## src/design/pbt_pkg.sv

```systemverilog
// Shared constants and types for the pixel blend toward target unit.
package pbt_pkg;

  localparam int WEIGHT_FRAC_BITS = 14;

  localparam int PIX_W      = 8;
  localparam int W_W        = 16;
  localparam int CFG_DATA_W = 16;
  localparam int CFG_IDX_W  = 3;

  typedef enum logic [CFG_IDX_W-1:0] {
    REG_TARGET_RED     = 3'd0,
    REG_TARGET_GREEN   = 3'd1,
    REG_TARGET_BLUE    = 3'd2,
    REG_TARGET_ALPHA   = 3'd3,
    REG_KEEP_WEIGHT    = 3'd4,
    REG_MAX_SATURATION = 3'd5,
    REG_ADAPTIVE_MODE  = 3'd6
  } reg_index_t;

  localparam int ONE_WEIGHT = 1 << WEIGHT_FRAC_BITS;
  localparam logic [W_W-1:0] KEEP_WEIGHT_RESET =
    (ONE_WEIGHT > 65535) ? 16'hFFFF : W_W'(ONE_WEIGHT);
  localparam logic [PIX_W-1:0] PIX_MAX = 8'hFF;

  // Distance clamp and adaptive weight scaling
  localparam int DIST_LIMIT = 80;
  localparam int DIST_SCALE = DIST_LIMIT * 2;
  localparam int DIST_W     = $clog2(DIST_LIMIT + 1);
  localparam int SUM_W      = $clog2(3 * 255 + 1);
  localparam int BIAS_W     = $clog2(DIST_SCALE + 1);
  localparam int PROD_W     = W_W + BIAS_W;

  // Divide by DIST_SCALE as a shift by its power-of-two factor,
  // then a reciprocal multiply by the odd factor
  localparam int SCALE_SHIFT = 5;
  localparam int SCALE_ODD   = DIST_SCALE >> SCALE_SHIFT;
  localparam int Q_W         = PROD_W - SCALE_SHIFT;
  localparam int RECIP_SHIFT = Q_W + 3;
  localparam int RECIP_INT   = ((1 << RECIP_SHIFT) + SCALE_ODD - 1) / SCALE_ODD;
  localparam int RECIP_W     = $clog2(RECIP_INT + 1);
  localparam logic [RECIP_W-1:0] RECIP_MULT = RECIP_W'(RECIP_INT);

  // Blend lane widths
  localparam int DIFF_W  = PIX_W + 1;
  localparam int LPROD_W = W_W + 1 + DIFF_W;
  localparam int BASE_W  = WEIGHT_FRAC_BITS + PIX_W + 1;
  localparam int ACC_W   = ((LPROD_W > BASE_W) ? LPROD_W : BASE_W) + 1;
  localparam int MAG_W   = ACC_W - 1 - WEIGHT_FRAC_BITS;

endpackage

```

## src/design/pbt_lane.sv

```systemverilog
// One color channel of the blend: weighted difference, then add, truncate and clamp.
module pbt_lane (
  input  logic                      clk,
  input  logic [pbt_pkg::W_W-1:0]   w,
  input  logic [pbt_pkg::PIX_W-1:0] tgt,
  input  logic [pbt_pkg::PIX_W-1:0] old,
  input  logic [pbt_pkg::PIX_W-1:0] limit,
  output logic [pbt_pkg::PIX_W-1:0] result
);
  import pbt_pkg::*;

  logic signed [DIFF_W-1:0]  diff;
  logic signed [LPROD_W-1:0] prod;
  logic [PIX_W-1:0]          tgt_d;
  logic signed [ACC_W-1:0]   base;
  logic signed [ACC_W-1:0]   acc;
  logic [MAG_W-1:0]          mag;
  logic [PIX_W-1:0]          result_next;

  // (1 - w) * t + w * o == t * one + w * (o - t)
  assign diff = $signed({1'b0, old}) - $signed({1'b0, tgt});

  always_ff @(posedge clk) begin
    prod  <= $signed({1'b0, w}) * diff;
    tgt_d <= tgt;
  end

  assign base = $signed({{(ACC_W - PIX_W - WEIGHT_FRAC_BITS){1'b0}}, tgt_d,
                         {WEIGHT_FRAC_BITS{1'b0}}});
  assign acc  = base + ACC_W'(prod);
  assign mag  = acc[ACC_W-2:WEIGHT_FRAC_BITS];

  always_comb begin
    if (acc[ACC_W-1] || acc == '0) begin
      result_next = '0;
    end else if (mag > MAG_W'(limit)) begin
      result_next = limit;
    end else begin
      result_next = mag[PIX_W-1:0];
    end
  end

  always_ff @(posedge clk) begin
    result <= result_next;
  end

endmodule

```

## src/design/pixel_blend_toward_target_unit.sv

```systemverilog
// Top level of the pixel blend toward target unit.
//
// Moves each RGBA pixel toward a programmed target color by a keep weight,
// optionally scaled by the pixel's L1 distance to the target.
// Input channel: drive in_red/in_green/in_blue/in_alpha with start high; the
// item is taken at that edge since busy is never raised.
// Result channel: done pulses for one cycle with out_red/out_green/out_blue/
// out_alpha valid; the receiver must take it in that cycle.
// Throughput: one item per cycle, set by a five-stage pipeline: distance,
// weight multiply, reciprocal divide by 160, per-channel multiply, then
// add and clamp.
// Configuration: wr_en writes wr_data into the register selected by
// wr_index; change registers only while no items are in flight.
// Reset clears the pipeline valid bits and loads the default registers:
// black transparent target, keep weight 1.0, saturation 255, adaptive on.
module pixel_blend_toward_target_unit (
  input  logic                           clk,
  input  logic                           rst,
  input  logic                           start,
  output logic                           busy,
  input  logic [pbt_pkg::PIX_W-1:0]      in_red,
  input  logic [pbt_pkg::PIX_W-1:0]      in_green,
  input  logic [pbt_pkg::PIX_W-1:0]      in_blue,
  input  logic [pbt_pkg::PIX_W-1:0]      in_alpha,
  output logic                           done,
  output logic [pbt_pkg::PIX_W-1:0]      out_red,
  output logic [pbt_pkg::PIX_W-1:0]      out_green,
  output logic [pbt_pkg::PIX_W-1:0]      out_blue,
  output logic [pbt_pkg::PIX_W-1:0]      out_alpha,
  input  logic                           wr_en,
  input  logic [pbt_pkg::CFG_IDX_W-1:0]  wr_index,
  input  logic [pbt_pkg::CFG_DATA_W-1:0] wr_data
);
  import pbt_pkg::*;

  // Configuration registers
  logic [PIX_W-1:0] target_red;
  logic [PIX_W-1:0] target_green;
  logic [PIX_W-1:0] target_blue;
  logic [PIX_W-1:0] target_alpha;
  logic [W_W-1:0]   keep_weight;
  logic [PIX_W-1:0] max_saturation;
  logic             adaptive_mode;

  always_ff @(posedge clk) begin
    if (rst) begin
      target_red     <= '0;
      target_green   <= '0;
      target_blue    <= '0;
      target_alpha   <= '0;
      keep_weight    <= KEEP_WEIGHT_RESET;
      max_saturation <= PIX_MAX;
      adaptive_mode  <= 1'b1;
    end else if (wr_en) begin
      case (reg_index_t'(wr_index))
        REG_TARGET_RED:     target_red     <= wr_data[PIX_W-1:0];
        REG_TARGET_GREEN:   target_green   <= wr_data[PIX_W-1:0];
        REG_TARGET_BLUE:    target_blue    <= wr_data[PIX_W-1:0];
        REG_TARGET_ALPHA:   target_alpha   <= wr_data[PIX_W-1:0];
        REG_KEEP_WEIGHT:    keep_weight    <= wr_data[W_W-1:0];
        REG_MAX_SATURATION: max_saturation <= wr_data[PIX_W-1:0];
        REG_ADAPTIVE_MODE:  adaptive_mode  <= wr_data[0];
        default: ;
      endcase
    end
  end

  assign busy = 1'b0;

  logic accept;
  assign accept = start && !busy;

  // Valid bits, one per stage
  logic v1, v2, v3, v4, v5;

  always_ff @(posedge clk) begin
    if (rst) begin
      v1 <= 1'b0;
      v2 <= 1'b0;
      v3 <= 1'b0;
      v4 <= 1'b0;
      v5 <= 1'b0;
    end else begin
      v1 <= accept;
      v2 <= v1;
      v3 <= v2;
      v4 <= v3;
      v5 <= v4;
    end
  end

  assign done = v5;

  // Stage 1: L1 distance over RGB, limited
  logic [PIX_W-1:0]  dr, dg, db;
  logic [SUM_W-1:0]  dsum;
  logic [DIST_W-1:0] dist_next;

  assign dr   = (in_red   > target_red)   ? in_red   - target_red   : target_red   - in_red;
  assign dg   = (in_green > target_green) ? in_green - target_green : target_green - in_green;
  assign db   = (in_blue  > target_blue)  ? in_blue  - target_blue  : target_blue  - in_blue;
  assign dsum = SUM_W'(dr) + SUM_W'(dg) + SUM_W'(db);
  assign dist_next = (dsum > SUM_W'(DIST_LIMIT)) ? DIST_W'(DIST_LIMIT) : dsum[DIST_W-1:0];

  logic [DIST_W-1:0] d1;
  logic [PIX_W-1:0]  r1, g1, b1, a1;

  always_ff @(posedge clk) begin
    d1 <= dist_next;
    r1 <= in_red;
    g1 <= in_green;
    b1 <= in_blue;
    a1 <= in_alpha;
  end

  // Stage 2: keep_weight * (limit + distance)
  logic [BIAS_W-1:0] bias;
  logic [PROD_W-1:0] p2;
  logic [PIX_W-1:0]  r2, g2, b2, a2;

  assign bias = BIAS_W'(DIST_LIMIT) + BIAS_W'(d1);

  always_ff @(posedge clk) begin
    p2 <= PROD_W'(keep_weight) * PROD_W'(bias);
    r2 <= r1;
    g2 <= g1;
    b2 <= b1;
    a2 <= a1;
  end

  // Stage 3: divide by the distance scale, pick the blend weight
  logic [Q_W-1:0]         q;
  logic [Q_W+RECIP_W-1:0] qm;
  logic [W_W-1:0]         w_next;
  logic [W_W-1:0]         w3;
  logic [PIX_W-1:0]       r3, g3, b3, a3;

  assign q      = p2[PROD_W-1:SCALE_SHIFT];
  assign qm     = (Q_W+RECIP_W)'(q) * (Q_W+RECIP_W)'(RECIP_MULT);
  assign w_next = adaptive_mode ? qm[RECIP_SHIFT +: W_W] : keep_weight;

  always_ff @(posedge clk) begin
    w3 <= w_next;
    r3 <= r2;
    g3 <= g2;
    b3 <= b2;
    a3 <= a2;
  end

  // Stages 4 and 5: per-channel blend
  pbt_lane u_lane_red (
    .clk    (clk),
    .w      (w3),
    .tgt    (target_red),
    .old    (r3),
    .limit  (max_saturation),
    .result (out_red)
  );

  pbt_lane u_lane_green (
    .clk    (clk),
    .w      (w3),
    .tgt    (target_green),
    .old    (g3),
    .limit  (max_saturation),
    .result (out_green)
  );

  pbt_lane u_lane_blue (
    .clk    (clk),
    .w      (w3),
    .tgt    (target_blue),
    .old    (b3),
    .limit  (max_saturation),
    .result (out_blue)
  );

  pbt_lane u_lane_alpha (
    .clk    (clk),
    .w      (w3),
    .tgt    (target_alpha),
    .old    (a3),
    .limit  (PIX_MAX),
    .result (out_alpha)
  );

`ifndef SYNTH
  // RGB results never exceed the saturation limit used in the final stage
  assert property (@(posedge clk) disable iff (rst)
    done |-> (out_red <= $past(max_saturation)) && (out_green <= $past(max_saturation))
             && (out_blue <= $past(max_saturation)))
    else $error("blended color above saturation limit");

  // Adaptive weight lies between half the keep weight and the full keep weight
  assert property (@(posedge clk) disable iff (rst)
    (v3 && $past(adaptive_mode)) |->
      ((18'(w3) <= 18'($past(keep_weight, 2))) &&
       ((18'(w3) + 18'(w3) + 18'd1) >= 18'($past(keep_weight, 2)))))
    else $error("adaptive weight out of range");
`endif

endmodule
```

## config.mk

```make
export PLATFORM = sky130hd
export DESIGN_NAME = pixel_blend_toward_target_unit
export DESIGN_NICKNAME = d
export VERILOG_FILES = /design/src/design/pbt_pkg.sv /design/src/design/pbt_lane.sv /design/src/design/pixel_blend_toward_target_unit.sv
export SDC_FILE = /design/constraint.sdc
export NUM_CORES = 2
export LEC_CHECK = 0
export ABC_AREA = 1
export BUFFER_PORTS_ARGS = -buffer_cell sky130_fd_sc_hd__buf_2
export CORE_MARGIN = 2
export CORE_UTILIZATION = 48
export CTS_CLUSTER_DIAMETER = 30
export DETAILED_ROUTE_END_ITERATION = 12
export PLACE_DENSITY_LB_ADDON = 0.2
export SLEW_MARGIN = 0
export SYNTH_ARGS = -nofsm -noshare
export SYNTH_HDL_FRONTEND = slang
export SYNTH_HIERARCHICAL = 1
export SYNTH_SLANG_ARGS = --single-unit
```

## constraint.sdc

```tcl
create_clock -name clk -period 5.25 [get_ports clk]
set_input_delay 0.2625 -clock clk [delete_from_list [all_inputs] [get_ports clk]]
set_output_delay 0.2625 -clock clk [all_outputs]
set_load 0.05 [all_outputs]
```

==> flow_metrics.py <==
metrics = {
    "setup_path": {
        "crit_path_end_kind": "flop",
        "critPathBufInv": 6,
        "critical_path.startpoint_type": "flop",
        "cp-startpoint": "g3[0]$_DFF_P_",
        "crit_path_max_incr_delay_ps": 580,
        "worstPathArrival_ps": 6250,
        "worstPathMaxFanout": 3,
        "r2r_slack_ps": -430,
        "reg2regPathDepth": 30,
        "cpLargestDelayFamily": "adder cells",
        "cp.required_ps": 5820,
        "r2r_start": "g3[0]$_DFF_P_",
        "cp.depth": 30,
        "criticalPathCategory": "reg2reg",
        "regToRegEndpoint": "u_lane_green/prod[19]$_DFF_P_",
        "crit_path_end": "u_lane_green/prod[19]$_DFF_P_",
        "cp_slowest_cell": "fa_1",
    },
    "timing": {
        "hold_viol_final": 0,
        "timing.fmax_mhz": 176,
        "setup_viol": 65,
        "tightest_slew_ps": 976,
        "clock_skew_ps": 65.8,
        "drv_slew": 0,
        "fin_ws_ps": -429,
        "rsz0062_at_grt": "true",
        "slew_headroom": 0.348,
        "period_needed_ps": 5680,
        "whs_ps": 42.9,
        "setup_tns_ps": -14120,
        "fin_crit_sh": 1.08,
    },
    "clock_tree": {
        "clockBufferDepth": 3,
        "cts_num_sinks": 368,
        "clockRootBuffer": "clkbuf_16",
        "clock_latency_ps": 680,
        "htree_levels": 3,
        "cts_tree": "done",
        "numCtsBuffers": 91,
        "clk_pin_slew_worst_paths_ps": 50,
    },
    "synthesis": {
        "synthTopCellsByArea": "fa_1 (27%), ha_1 (17%), dfxtp_1 (16%), inv_1 (10%), nand2_1 (8.0%)",
        "synth-edff-count": 0,
        "yosysSeqAreaShare": 0.163,
        "async_reset_ff_frac": 0,
        "syn_avg_cell_area_um2": 8.02,
        "synthFlopType": "dfxtp_1",
        "synth_top_cell_by_area": "fa_1",
        "yosysWarnings": 6,
        "synth_most_common_cell": "inv_1",
        "synth_common_cells": "inv_1 (1250), nand2_1 (962), ha_1 (604), fa_1 (601), nor2_1 (572)",
        "yosysTopAreaCellShare": 0.266,
        "synth_seq_cells": 368,
        "synth_cells": 5645,
        "syn_area_mm2": 0.0453,
        "ys_types": 57,
    },
    "run_status": {
        "violations": "negative setup slack",
        "status": "finished with violations",
    },
    "floorplan": {
        "rows": 112,
        "die_w_um": 311,
        "die_h_um": 311,
        "initial_utilization": 0.484,
        "ios": 89,
        "dieArea_mm2": 0.0968,
        "coreArea_mm2": 0.0935,
    },
    "run": {
        "maxCapViolations": 0,
    },
    "grt": {
        "overflow": 0,
        "grt_max_degree": 58,
        "antenna_found_initial": 10,
        "grt_pass1_wl_um": 211000,
        "track_usage": 0.274,
        "grt_pass1_vias": 40200,
    },
    "detailed_routing": {
        "wirelength_um": 131000,
        "remaining_drc_errors": 0,
        "drt_iter0_drc": 2595,
        "viasPerCell": 5.06,
        "firstDrtPassIters": 6,
        "routedWlPerCell_um": 17.0,
        "via_count": 39000,
        "ant_nets": 0,
    },
    "finish": {
        "fillers": 8023,
        "fin_nets": 7632,
        "drive_above_1_share": 0.233,
        "post-route-util": 0.625,
        "area_growth_pct": 29.0,
        "final_cell_count_no_fill": 7705,
    },
    "placement": {
        "gp_congestion": 0.939,
        "port_buffers": 87,
        "dp_cells": 7428,
        "dpl.hpwl_um": 106000,
    },
    "worst_hold_path": {
        "worst_hold_path_type": "in2reg",
    },
}
cells by family after synthesis:
group,count (synthesis),synth area share
compound gates,610,0.0761
xor+xnor,142,0.0281
fa+ha+maj,1205,0.433
buf+inv,1341,0.113
flops,368,0.163
mux,11,0.00287
other cells,2,0.000166
simple gates,1966,0.184
registers in the layout (all words and copies together) (netlist names), 16 cells and up:
name,flops
u_lane_alpha/prod,26
w3,16
u_lane_blue/prod,26
keep_weight,16
p2,19
u_lane_red/prod,26
u_lane_green/prod,26
routing by layer:
metal | global-route usage | vias up | wire [um]
li1 | - | 18900 | -
met1 | 0.372 | 18700 | 58100
met4 | 0.0908 | 10 | 4340
met2 | 0.444 | 1124 | 60000
met5 | 0 | - | 57
met3 | 0.0453 | 243 | 8820
placed cells by master (no fill, tap or decap), drive strengths merged, types with 3 or more instances in the layout:
master / synthesis / final
inv: 1264 / 1286
nand2: 1018 / 1018
buf: 32 / 646
nor2: 614 / 614
ha: 604 / 604
fa: 601 / 601
dfxtp: 368 / 368
a21oi: 294 / 294
o21ai: 218 / 218
nand3: 215 / 215
clkbuf: 44 / 103
xor2: 92 / 92
xnor2: 50 / 50
dlygate4sd3: 0 / 48
nand4: 45 / 45
clkinv: 1 / 31
nor3: 26 / 26
or2: 22 / 22
conb: 2 / 17
a21boi: 17 / 17
o211ai: 16 / 16
a31oi: 15 / 15
nor4: 14 / 14
o21a: 11 / 11
o21bai: 11 / 11
nand3b: 9 / 9
bufinv: 0 / 8
a21o: 7 / 7
clkinvlp: 0 / 7
o31ai: 7 / 7
mux2: 7 / 7
a211oi: 6 / 6
o221ai: 6 / 6
mux2i: 4 / 4
diode: 0 / 3
worst reg2reg max path: cells and delay by family, from the launching register on:
kind | cells | cell delay (ps)
fa+ha+maj | 8 | 3290
simple gates | 9 | 650
compound gates | 7 | 930
flops | 1 | 320
buf+inv | 6 | 390
how the worst min path moves through the flow:
stage | cells after the start | end | start | slack (ps)
after global placement | 0 | b2[2]$_DFF_P_ | b1[2]$_DFF_P_ | 310
after floorplan | 0 | a1[0]$_DFF_P_ | in_alpha[0] | 290
final | 5 | keep_weight[14]$_SDFFE_PP1P_ | wr_index[0] | 40
after detailed placement | 0 | r2[0]$_DFF_P_ | r1[0]$_DFF_P_ | 310
after CTS | 3 | max_saturation[2]$_SDFFE_PP1P_ | wr_data[2] | 9
after global routing | 3 | max_saturation[2]$_SDFFE_PP1P_ | wr_data[2] | 40
cell type report:
type	count	area [um2]	area share
multi-input cells	3951	35900	0.615
flip-flops and latches	368	7400	0.127
repair buffers	694	5530	0.0946
inverters	1265	4760	0.0816
clock buffers	103	2380	0.0408
well taps	1254	1570	0.0269
clock inverters	66	850	0.0145
diodes	3	7.51	0.000129
repair inverters	1	5.00	0.0000857
through the flow:
step / setup WS (ps) / instance area, um2
after detailed placement: -708 / 52100
final: -429 / 58400
after CTS: -313 / 57200
after floorplan: -92.3 / 46500
after global routing: -627 / 58400
after global placement: -702 / 52100
what timing repair did:
action,in CTS,in global routing
endpoints found under the hold margin,50,0
cloned,0,2
hold buffers,48,0
resized for setup,238,249
setup endpoints to repair,70,84
buffers inserted,45,23
pin swaps,133,153
Power is left out: the tool's default activity adds up to more than one toggle a clock period on the data nets, which glitch-free logic cannot reach.
